`config.mk`:
```
export PLATFORM = sky130hd
export DESIGN_NAME = go_back_n_sender_window_unit_flat
export DESIGN_NICKNAME = d
export VERILOG_FILES = /design/src/gbn_sw_pkg.sv /design/src/gbn_sw_ifs.sv /design/src/gbn_sw_dpath.sv /design/src/gbn_sw_ctrl.sv /design/src/go_back_n_sender_window_unit.sv /design/src/flat_wrapper.sv
export SDC_FILE = /design/constraint.sdc
export NUM_CORES = 1
export LEC_CHECK = 0
export BUFFER_PORTS_ARGS = -buffer_cell sky130_fd_sc_hd__buf_2
export CAP_MARGIN = 20
export CELL_PAD_IN_SITES_DETAIL_PLACEMENT = 1
export CELL_PAD_IN_SITES_GLOBAL_PLACEMENT = 1
export CORE_ASPECT_RATIO = 0.6
export CORE_MARGIN = 2
export CORE_UTILIZATION = 25
export DETAILED_ROUTE_END_ITERATION = 16
export PLACE_DENSITY = 0.57
export SETUP_SLACK_MARGIN = 0.1
export SLEW_MARGIN = 20
export SYNTH_ARGS = -nofsm -noshare
export SYNTH_HDL_FRONTEND = slang
export SYNTH_SLANG_ARGS = --single-unit
```
`constraint.sdc`:
```
create_clock -name clk -period 5.9 [get_ports clk]
set_input_delay 0.885 -clock clk [delete_from_list [all_inputs] [get_ports clk]]
set_output_delay 0.885 -clock clk [all_outputs]
set_load 0.02 [all_outputs]
```
`src/gbn_sw_pkg.sv`:
```
// Shared constants, codes and control types of the go-back-N sender window unit.
`timescale 1ns / 1ps
`default_nettype none

package gbn_sw_pkg;

  // Sequence numbers and window limits.
  localparam int SEQ_BITS    = 16;
  localparam int MAX_WINDOW  = 16;
  localparam int MAX_RESULTS = 16;
  localparam int BURST_CAP   = (MAX_WINDOW < MAX_RESULTS) ? MAX_WINDOW : MAX_RESULTS;
  localparam int SUM_BITS    = SEQ_BITS + 1;

  typedef logic [SEQ_BITS-1:0] seq_t;

  // Largest burst, in the width of the window size register.
  localparam logic [4:0] BURST_CAP_W = 5'(BURST_CAP);

  // Event codes.
  localparam logic [1:0] OP_START   = 2'd0;
  localparam logic [1:0] OP_ACK     = 2'd1;
  localparam logic [1:0] OP_TIMEOUT = 2'd2;

  // Result kinds.
  localparam logic [1:0] KIND_SEND     = 2'd0;
  localparam logic [1:0] KIND_RETX     = 2'd1;
  localparam logic [1:0] KIND_COMPLETE = 2'd2;
  localparam logic [1:0] KIND_GIVEUP   = 2'd3;

  // Configuration register indexes.
  localparam logic [1:0] REG_WINDOW_SIZE   = 2'd0;
  localparam logic [1:0] REG_TOTAL_PACKETS = 2'd1;
  localparam logic [1:0] REG_MAX_TRIES     = 2'd2;
  localparam logic [1:0] REG_DUP_THRESHOLD = 2'd3;

  // Commands from the controller to the datapath.
  typedef struct packed {
    logic load;
    logic eval;
    logic plan;
    logic emit;
  } cmd_t;

  // Status from the datapath to the controller.
  typedef struct packed {
    logic has_results;
    logic last_item;
    logic out_free;
  } status_t;

endpackage

`default_nettype wire

```
`src/gbn_sw_ifs.sv`:
```
// Valid/ready channel interfaces for the event and result items.
`timescale 1ns / 1ps
`default_nettype none

interface gbn_sw_event_if;
  logic        valid;
  logic        ready;
  logic [1:0]  operation;
  logic [15:0] ack_cumulative;

  modport source (output valid, output operation, output ack_cumulative, input ready);
  modport sink (input valid, input operation, input ack_cumulative, output ready);
endinterface

interface gbn_sw_result_if;
  logic        valid;
  logic        ready;
  logic [1:0]  kind;
  logic [15:0] seq_number;
  logic        last;

  modport source (output valid, output kind, output seq_number, output last, input ready);
  modport sink (input valid, input kind, input seq_number, input last, output ready);
endinterface

`default_nettype wire

```
`src/gbn_sw_dpath.sv`:
```
// Datapath: window state, configuration, event evaluation, burst counter and output register.
`timescale 1ns / 1ps
`default_nettype none

module gbn_sw_dpath
  import gbn_sw_pkg::*;
(
  input  wire logic        clk,
  input  wire logic        rst,
  input  wire cmd_t        cmd,
  output status_t          st,
  input  wire logic [1:0]  operation,
  input  wire logic [15:0] ack_cumulative,
  input  wire logic        cfg_we,
  input  wire logic [1:0]  cfg_index,
  input  wire logic [15:0] cfg_data,
  output logic             out_valid,
  input  wire logic        out_ready,
  output logic [1:0]       out_kind,
  output logic [15:0]      out_seq,
  output logic             out_last
);

  // Outcome of evaluating one event.
  typedef enum logic [2:0] {
    ACT_NONE,
    ACT_GIVEUP,
    ACT_DONE,
    ACT_RETX,
    ACT_BURST,
    ACT_SLIDE
  } act_t;

  // Configuration registers.
  logic [4:0] window_size;
  seq_t       total_packets;
  logic [3:0] max_tries;
  logic [2:0] dup_threshold;

  // Window state.
  seq_t       window_base;
  seq_t       next_to_send;
  logic [2:0] duplicate_count;
  logic [3:0] timeout_count;

  // Event being worked on and its plan.
  logic [1:0]          op_q;
  seq_t                ack_q;
  act_t                act;
  logic [1:0]          burst_kind;
  logic [SUM_BITS-1:0] sum;
  seq_t                cur;
  seq_t                stop;
  logic [1:0]          emit_kind;

  logic [4:0] w_eff;
  seq_t       sum_base;
  seq_t       end_c;
  seq_t       first_c;
  seq_t       cur_inc;
  logic       has_c;

  // Burst width, capped at BURST_CAP, and the base from which the raw window end is reckoned.
  assign w_eff    = (window_size > BURST_CAP_W) ? BURST_CAP_W : window_size;
  assign sum_base = (op_q == OP_ACK) ? ack_q : window_base;

  // Window end clipped to the transfer, and the first number of the burst.
  assign end_c   = (sum > {1'b0, total_packets}) ? total_packets : sum[SEQ_BITS-1:0];
  assign first_c = (act == ACT_SLIDE && next_to_send > window_base) ? next_to_send
                                                                    : window_base;
  assign cur_inc = cur + seq_t'(1);

  // Whether the planned event yields any item.
  always_comb begin
    case (act)
      ACT_GIVEUP, ACT_DONE, ACT_RETX: has_c = 1'b1;
      ACT_BURST, ACT_SLIDE:           has_c = (first_c < end_c);
      default:                        has_c = 1'b0;
    endcase
  end

  assign st.has_results = has_c;
  assign st.last_item   = (cur_inc == stop);
  assign st.out_free    = !out_valid || out_ready;

  // Configuration, event latch, evaluation and planning.
  always_ff @(posedge clk) begin
    if (rst) begin
      window_size     <= 5'd5;
      total_packets   <= seq_t'(24);
      max_tries       <= 4'd5;
      dup_threshold   <= 3'd3;
      window_base     <= '0;
      next_to_send    <= '0;
      duplicate_count <= '0;
      timeout_count   <= '0;
    end else begin
      if (cfg_we) begin
        case (cfg_index)
          REG_WINDOW_SIZE:   window_size   <= cfg_data[4:0];
          REG_TOTAL_PACKETS: total_packets <= cfg_data;
          REG_MAX_TRIES:     max_tries     <= cfg_data[3:0];
          REG_DUP_THRESHOLD: dup_threshold <= cfg_data[2:0];
          default: ;
        endcase
      end

      if (cmd.load) begin
        op_q  <= operation;
        ack_q <= ack_cumulative;
      end

      // Classify the event against the old state and apply the simple updates.
      if (cmd.eval) begin
        sum        <= {1'b0, sum_base} + SUM_BITS'(w_eff);
        burst_kind <= (op_q == OP_TIMEOUT) ? KIND_RETX : KIND_SEND;
        case (op_q)
          OP_START: begin
            act <= (window_base >= total_packets) ? ACT_DONE : ACT_BURST;
          end
          OP_TIMEOUT: begin
            if (timeout_count >= max_tries) begin
              act <= ACT_GIVEUP;
            end else begin
              timeout_count <= timeout_count + 4'd1;
              act <= (window_base >= total_packets) ? ACT_DONE : ACT_BURST;
            end
          end
          OP_ACK: begin
            if (ack_q == total_packets) begin
              window_base     <= ack_q;
              duplicate_count <= '0;
              if (next_to_send < ack_q) begin
                next_to_send <= ack_q;
              end
              act <= ACT_DONE;
            end else if (ack_q > total_packets || ack_q < window_base) begin
              act <= ACT_NONE;
            end else if (ack_q == window_base) begin
              if (duplicate_count != 3'd7) begin
                duplicate_count <= duplicate_count + 3'd1;
                act <= (duplicate_count + 3'd1 == dup_threshold) ? ACT_RETX : ACT_NONE;
              end else begin
                act <= ACT_NONE;
              end
            end else begin
              window_base     <= ack_q;
              duplicate_count <= '0;
              act             <= ACT_SLIDE;
            end
          end
          default: act <= ACT_NONE;
        endcase
      end

      // Set up the run of items and move the send pointer.
      if (cmd.plan) begin
        case (act)
          ACT_GIVEUP: begin
            cur       <= '0;
            stop      <= seq_t'(1);
            emit_kind <= KIND_GIVEUP;
          end
          ACT_DONE: begin
            cur       <= '0;
            stop      <= seq_t'(1);
            emit_kind <= KIND_COMPLETE;
          end
          ACT_RETX: begin
            cur       <= ack_q;
            stop      <= ack_q + seq_t'(1);
            emit_kind <= KIND_RETX;
          end
          ACT_BURST: begin
            cur          <= window_base;
            stop         <= end_c;
            emit_kind    <= burst_kind;
            next_to_send <= end_c;
          end
          ACT_SLIDE: begin
            cur       <= first_c;
            stop      <= end_c;
            emit_kind <= KIND_SEND;
            if (end_c > next_to_send) begin
              next_to_send <= end_c;
            end
          end
          default: ;
        endcase
      end

      if (cmd.emit) begin
        cur <= cur_inc;
      end
    end
  end

  // Output register: holds one item until the result side takes it.
  always_ff @(posedge clk) begin
    if (rst) begin
      out_valid <= 1'b0;
    end else if (cmd.emit) begin
      out_valid <= 1'b1;
      out_kind  <= emit_kind;
      out_seq   <= cur;
      out_last  <= st.last_item;
    end else if (out_ready) begin
      out_valid <= 1'b0;
    end
  end

  // An item is only loaded into a free output register.
  a_emit_free: assert property (@(posedge clk) disable iff (rst)
    cmd.emit |-> (!out_valid || out_ready))
    else $error("item loaded over an untaken item");

  // The send pointer never trails the window base between events.
  a_window_order: assert property (@(posedge clk) disable iff (rst)
    cmd.load |-> (next_to_send >= window_base))
    else $error("send pointer below window base");

  // Every emitted number lies inside the planned run.
  a_emit_range: assert property (@(posedge clk) disable iff (rst)
    cmd.emit |-> (cur < stop))
    else $error("burst counter ran past its end");

  // A run has no gap: a taken item without the last mark is followed at once.
  a_run_continues: assert property (@(posedge clk) disable iff (rst)
    (out_valid && out_ready && !out_last) |=> out_valid)
    else $error("gap inside a run of items");

endmodule

`default_nettype wire

```
`src/gbn_sw_ctrl.sv`:
```
// Controller: state machine that steps each event through evaluation, planning and emission.
`timescale 1ns / 1ps
`default_nettype none

module gbn_sw_ctrl
  import gbn_sw_pkg::*;
(
  input  wire logic    clk,
  input  wire logic    rst,
  input  wire logic    in_valid,
  output logic         in_ready,
  input  wire status_t st,
  output cmd_t         cmd
);

  typedef enum logic [3:0] {
    S_IDLE = 4'b0001,
    S_EVAL = 4'b0010,
    S_PLAN = 4'b0100,
    S_EMIT = 4'b1000
  } state_t;

  state_t state;
  state_t state_next;

  // Commands follow from the state, with the input handshake and the room in the output register.
  assign in_ready = (state == S_IDLE);
  assign cmd.load = in_ready && in_valid;
  assign cmd.eval = (state == S_EVAL);
  assign cmd.plan = (state == S_PLAN);
  assign cmd.emit = (state == S_EMIT) && st.out_free;

  // Next state.
  always_comb begin
    state_next = state;
    case (state)
      S_IDLE: begin
        if (in_valid) state_next = S_EVAL;
      end
      S_EVAL: state_next = S_PLAN;
      S_PLAN: begin
        state_next = st.has_results ? S_EMIT : S_IDLE;
      end
      S_EMIT: begin
        if (st.out_free && st.last_item) state_next = S_IDLE;
      end
      default: state_next = S_IDLE;
    endcase
  end

  // State register.
  always_ff @(posedge clk) begin
    if (rst) begin
      state <= S_IDLE;
    end else begin
      state <= state_next;
    end
  end

endmodule

`default_nettype wire

```
`src/go_back_n_sender_window_unit.sv`:
```
// Top level of the go-back-N sender window unit.
//
// Each accepted event (start, cumulative ack, timeout) is evaluated against the window
// state in the evaluation state and planned in the plan state, then its result items leave
// one per cycle through an output register while the result side keeps taking them (a
// burst has at most 16 sends); an event with no result returns the unit to idle from the
// plan state. The controller takes a new event only when idle, and the burst counter that
// walks the window sets the rate of the sends. Configuration registers are written through
// cfg_we, cfg_index and cfg_data; the user must write them only while the unit is idle, as
// the unit itself does not enforce it.
`timescale 1ns / 1ps
`default_nettype none

module go_back_n_sender_window_unit
  import gbn_sw_pkg::*;
(
  input  wire logic        clk,
  input  wire logic        rst,
  gbn_sw_event_if.sink     events,
  gbn_sw_result_if.source  results,
  input  wire logic        cfg_we,
  input  wire logic [1:0]  cfg_index,
  input  wire logic [15:0] cfg_data
);

  cmd_t    cmd;
  status_t st;
  logic    in_ready;

  // Sequencing of each event.
  gbn_sw_ctrl u_ctrl (
    .clk      (clk),
    .rst      (rst),
    .in_valid (events.valid),
    .in_ready (in_ready),
    .st       (st),
    .cmd      (cmd)
  );

  assign events.ready = in_ready;

  // Window state and result generation.
  gbn_sw_dpath u_dpath (
    .clk            (clk),
    .rst            (rst),
    .cmd            (cmd),
    .st             (st),
    .operation      (events.operation),
    .ack_cumulative (events.ack_cumulative),
    .cfg_we         (cfg_we),
    .cfg_index      (cfg_index),
    .cfg_data       (cfg_data),
    .out_valid      (results.valid),
    .out_ready      (results.ready),
    .out_kind       (results.kind),
    .out_seq        (results.seq_number),
    .out_last       (results.last)
  );

endmodule

`default_nettype wire
```
`src/flat_wrapper.sv`:
```
// flat-port wrapper written by rule: the top's interface ports become plain ports
module go_back_n_sender_window_unit_flat import gbn_sw_pkg::*;
  (clk, rst, cfg_we, cfg_index, cfg_data, events_valid, events_operation, events_ack_cumulative, events_ready, results_valid, results_kind, results_seq_number, results_last, results_ready);
  gbn_sw_event_if events_i ();
  gbn_sw_result_if results_i ();
  input  wire logic clk;
  input  wire logic rst;
  input  wire logic cfg_we;
  input  wire logic [1:0] cfg_index;
  input  wire logic [15:0] cfg_data;
  input wire logic [$bits(events_i.valid)-1:0] events_valid;
  input wire logic [$bits(events_i.operation)-1:0] events_operation;
  input wire logic [$bits(events_i.ack_cumulative)-1:0] events_ack_cumulative;
  output wire logic [$bits(events_i.ready)-1:0] events_ready;
  output wire logic [$bits(results_i.valid)-1:0] results_valid;
  output wire logic [$bits(results_i.kind)-1:0] results_kind;
  output wire logic [$bits(results_i.seq_number)-1:0] results_seq_number;
  output wire logic [$bits(results_i.last)-1:0] results_last;
  input wire logic [$bits(results_i.ready)-1:0] results_ready;
  assign events_i.valid = events_valid;
  assign events_i.operation = events_operation;
  assign events_i.ack_cumulative = events_ack_cumulative;
  assign events_ready = events_i.ready;
  assign results_valid = results_i.valid;
  assign results_kind = results_i.kind;
  assign results_seq_number = results_i.seq_number;
  assign results_last = results_i.last;
  assign results_i.ready = results_ready;
  go_back_n_sender_window_unit u_core (.clk(clk), .rst(rst), .events(events_i), .results(results_i), .cfg_we(cfg_we), .cfg_index(cfg_index), .cfg_data(cfg_data));
endmodule
```
After elaboration in Yosys (flattened, before gate mapping):

Cells that the tools add are included.

* input bits: 41
* bits in registers: 165
* logic and storage cells: 132
* output and inout port bits: 21

* add/sub/neg operators: 5
* bitwise gates (word level): 2
* equal/unequal tests: 24
* reductions and logical operators: 31
* $lt $le $gt $ge: 10
* multiplexer cells: 39

Operator list (count)
* two-way mux 16 bit: 14
* one-hot mux 16 bit (4 select lines): 1
* == test 16 bit: 3
* > comparator 16 bit: 3
* less-than comparator 16 bit: 3
* one-hot mux 16 bit (3 select lines): 1
* adder 16 x 1 -> 16 bit (second input constant): 2
* one-hot mux 16 bit (2 select lines): 1
* two-way mux 3 bit: 9
* adder 16 x 5 -> 17 bit: 1
* > comparator 17 x 16 -> 1 bit: 1
* >= comparator 16 bit: 1
* one-hot mux 4 bit (4 select lines): 1
* AND reduction 2 bit: 8
* two-way mux 4 bit: 3
* AND reduction 3 bit: 4
* one-hot mux 2 bit (5 select lines): 1
* nonzero test 5 bit: 2
* one-hot mux 3 bit (3 select lines): 1
* AND reduction 4 bit: 2
* == test 2 bit (second input constant): 3
* == test 3 x 2 -> 1 bit (second input constant): 2
* == test 3 bit (second input constant): 2
* inequality test 2 bit (second input constant): 3
* 27 further kinds: 39

Logic depth before layout (Yosys ltp):

* word-level depth: 8
* depth in mapped cells: 18
* gate-level depth less buffers: 16

Modules after synthesis:

From an unflattened synthesis, not the netlist that was laid out.

* cells, all modules: 1215
* area total of the unflattened synthesis: 11397.2 um^2

Modules (own cells, without submodules)
* gbn_sw_dpath: times used 1, area each 11210.8 um^2, seq. area each 4124.0 um^2, cells each 1196
* gbn_sw_ctrl: times used 1, area each 186.4 um^2, seq. area each 80.1 um^2, cells each 19

Worst setup path before layout:

OpenSTA, ideal clock, no wires.

* path kind: reg-to-reg
* start: register u_core.u_dpath.total_packets[9]
* end: register u_core.u_dpath.next_to_send[1]
* stages on the path, launching flop included: 17
* path slack: 1.762 ns
* path buffers: 2
* required time: 5.785 ns
* setup time: 0.115 ns
* data arrival time: 4.023 ns
* path through: dfxtp_1 inv_1 ha_1 nand4_1 nor3_1 a211oi_1 a211oi_2 clkbuf_1 mux2_2 ha_1 a211o_1 a221o_1 o221ai_1 a21o_1 clkbuf_1 nand2_1 and3_1

* longest elaborated chain between the ends: 7

Ends and longest elaborated chain
* start: declaration: line gbn_sw_dpath.sv:36 `seq_t total_packets;`
* start signal: assignment: line gbn_sw_dpath.sv:90 `total_packets <= seq_t'(24);`
* start signal: assignment: line gbn_sw_dpath.sv:101 `REG_TOTAL_PACKETS: total_packets <= cfg_data;`
* branches (longest 6 deep; another with > comparator 17 x 16 -> 1 bit)
* two-way mux 16 bit *: line gbn_sw_dpath.sv:157 `if (cmd.plan) begin`
* end signal: assignment: line gbn_sw_dpath.sv:134 `next_to_send <= ack_q;`
* end signal: assignment: line gbn_sw_dpath.sv:178 `next_to_send <= end_c;`
* end signal: assignment: line gbn_sw_dpath.sv:185 `next_to_send <= end_c;`
* end: declaration: line gbn_sw_dpath.sv:42 `seq_t next_to_send;`

Every way passes the cells marked *.
A chain may end at the register's enable or synchronous reset.

Worst setup path in the final report:

* start: register u_core.u_dpath.total_packets[2]
* end: register u_core.u_dpath.next_to_send[11]

Same word-level chain as after synthesis.

==> impl_results.md <==
* Status: finished, final reports clean
* Fillcell total at 5,379
* Crit Path Class: flop to flop
* Comb power frac at 9.6%
* Port Buf Inserts at 61
* Core area at 46,200 µm²
* Worst reg2reg startpoint: u_core.u_dpath.total_packets[2]$_SDFFE_PP0P_
* Avg Inst Size Synth at 8.87 µm²
* WP data arrival at 5.32 ns
* Setup TNS at 0 ns
* DR DRC count at 0
* TritonRoute pass-1 iters at 5
* Worst Tran Pin Value at 1.09 ns
* Count of cell types in the netlist at 66
* #FFs+latches synth at 164
* Share of cells above drive strength 1 at 10.1%
* Reg2Reg Setup Slack at 0.95 ns
* Initial Util at 25.3%
* Antenna cells at 0
* Detailed Route Iter0 Violations at 800
* Worst hold path class: flop to flop
* Drt wl/cell at 22.2 µm
* Die Height at 171 µm
* Startpoint types: flop
* Fraction of the yosys area taken by sequential cells at 36.0%
* Post-Syn Area at 11,700 µm²
* Met1 Usage GRT at 28.4%
* CP required at 6.26 ns
* Share of the synthesized area in the top cell type at 23.7%
* Clock skew at 0.0155 ns
* Final worst path period need at 4.95 ns
* Reg clk slew, reported paths at 0.07 ns
* I/O Pins at 62
* M3 GR Usage at 3.73%
* GRT Max-Usage Layer: met1
* Root buffer cell: clkbuf_16
* Dominant cell type by area after synthesis: edfxtp_1
* Vias per cell at 5.12
* Worst setup startpoint: u_core.u_dpath.total_packets[2]$_SDFFE_PP0P_
* Fin nets at 1,536
* Area of the multi-input gates at 6870 µm²
* Fin util at 28.7%
* DP Cell Count at 1,963
* Final Hold Viols at 0
* Synth async-reset ratio at 0%
* # setup viols final at 0
* Largest net degree at the start of global routing at 62
* Fin cells at 1,995
* Row count at 61
* CTS resizes at 0
* Synth cell count leaders: 142 x ha_1, 131 x nand2_1, 116 x o21ai_0, 105 x inv_1
* Share of power burned in registers at 46.6%
* TritonCTS Buffers at 17
* Die Area at 48,500 µm²
* Die width at 283 µm
* GP Congestion at 0.877
* Syn_nets at 1,501
* HPWL after DPL at 34.7 mm
* Final Slew Violations at 0
* Vias at 10.2k
* Ys Warns at 0
* Layout area overhead at 13.5%
* Number of global-route vias before repair at 10.5k
* Ys flop type: edfxtp_1
* Origin of the worst min-delay path: u_core.u_dpath.emit_kind[0]$_DFFE_PP_
* Synth area leaders: edfxtp_1 24%, ha_1 15%, dfxtp_1 12%, o21ai_0 5.0%, nand2_1 4.2%
* DRT Wirelength at 44.2 mm
* Post-place instance area at 12,700 µm²
* CTS Sinks at 164
* Clock share of power at 43.7%
* Reg2reg path depth at 16
* Worst Setup End Kind: flop
* Setup bufs post-CTS at 0
* Post-route ant nets at 0
* CTS Hold Buffers Added at 0
* RSZ-0062 raised after global routing: no
* Skew-Pair Late Insertion Delay at 0.47 ns
* Leak at 5.22 nW
* Min-Delay Path Depth at 0
* Fin crit share at 84.0%
* Register Area at 4200 µm²
* First-pass GRT wire length at 66.8 mm
* Post-synth EDFFs at 92
* Crit-path max FO at 13
* GRT Util Overall at 18.5%
* Antenna violations before repair at 0
* H-tree levels at 4
* P_int at 1.89 mW
* Fmax at 202 MHz
* Max Cap Viol at 0
* NetSw at 0.794 mW
* Grt total ovfl at 0
* PD cells at 203 nW/µm²
* Most frequent cell after synthesis: ha_1
* Design area at 13,300 µm²
* Cells after synthesis at 1,317
* Met2 GRT Util at 25.9%
* Clock Path Buffers at 2
* Max_slew headroom at 27.5%
* TritonCTS clock tree: done
* Switching Fraction at 29.5%
* Max VDD drop at 198 µV
## through the flow
stage / hold slack (ns) / worst slack (ns) / power (mW)
after floorplan: 0.400 / 1.76 / 1.42
after global placement: 0.458 / 1.17 / 1.53
after detailed placement: 0.453 / 1.08 / 1.54
after CTS: 0.471 / 1.06 / 2.72
after global routing: 0.471 / 0.622 / 2.79
final: 0.464 / 0.946 / 2.69
## cell type report
cell class                      instances  share of cell area, %
Multi-Input combinational cell        989                   51.8
Sequential cell                       164                   31.7
Tap cell                              630                   5.95
Clock buffer                           18                   3.31
Timing Repair Buffer                   75                   3.10
Inverter                              105                   2.97
Clock inverter                         14                   1.13
## per-layer routing
layer  vias to the layer above  part of all wire [%]
li1                       4848                     -
met1                      5109                    53
met2                       234                    39
met3                        25                   5.9
met4                         0                   1.3
met5                         -                     0
## registers in the layout, indices dropped and copies added (netlist names), 5 cells and up
signal,cells
u_core.u_dpath.sum,17
u_core.u_dpath.ack_q,16
u_core.u_dpath.cur,16
u_core.u_dpath.next_to_send,16
u_core.u_dpath.out_seq,16
u_core.u_dpath.stop,16
u_core.u_dpath.total_packets,16
u_core.u_dpath.window_base,16
u_core.u_dpath.window_size,5
## worst max-delay path, stage by stage (launching register included)
cell	delay [ns]
dfxtp_1	0.36
inv_1	0.09
ha_1	0.30
nand3_1	0.11
o221ai_1	0.38
a211oi_1	0.15
a211oi_2	0.38
buf_4	0.32
mux2_2	0.39
ha_1	0.30
nand4_1	0.19
nor3_1	0.29
a221o_1	0.21
o221ai_1	0.16
a31oi_1	0.77
o21ai_0	0.23
and3_1	0.23
## path summary, 6_finish.rpt
| path | to |
|---|---|
| max | u_core.u_dpath.next_to_send[11]$_SDFF_PP0_ |
| min | u_core.u_dpath.out_kind[0]$_DFFE_PP_ |
| max reg2reg | u_core.u_dpath.next_to_send[11]$_SDFF_PP0_ |
| min reg2reg | u_core.u_dpath.out_kind[0]$_DFFE_PP_ |
## power by group through the flow
stage	Clock, mW	Sequential (mW)	Combinational, mW
2_1_floorplan	0	1.26	0.165
3_3_place_gp	0	1.28	0.248
3_5_place_dp	0	1.28	0.256
4_1_cts	1.20	1.25	0.258
5_1_grt	1.24	1.26	0.290
6_report	1.18	1.25	0.259
## kinds of logic (layout without fill, tap and decap cells)
group / Yosys count / in the layout / synth area share (%)
xor+xnor: 63 / 63 / 4.73
simple gates: 413 / 413 / 17.4
mux: 45 / 45 / 4.03
buf+inv: 164 / 212 / 5.48
compound gates: 325 / 325 / 17.0
flops: 164 / 164 / 36.0
fa+ha+maj: 143 / 143 / 15.4
## cells in the final DEF (no fill, tap or decap), drive strengths merged, types with 30 or more instances in the layout
master  count
a21oi      92
buf        75
dfxtp      72
edfxtp     92
ha        142
inv       115
nand2     132
nand3      64
nand4      30
nor2       73
o21ai     127
xnor2      48
(Power assumes the default switching activity.)
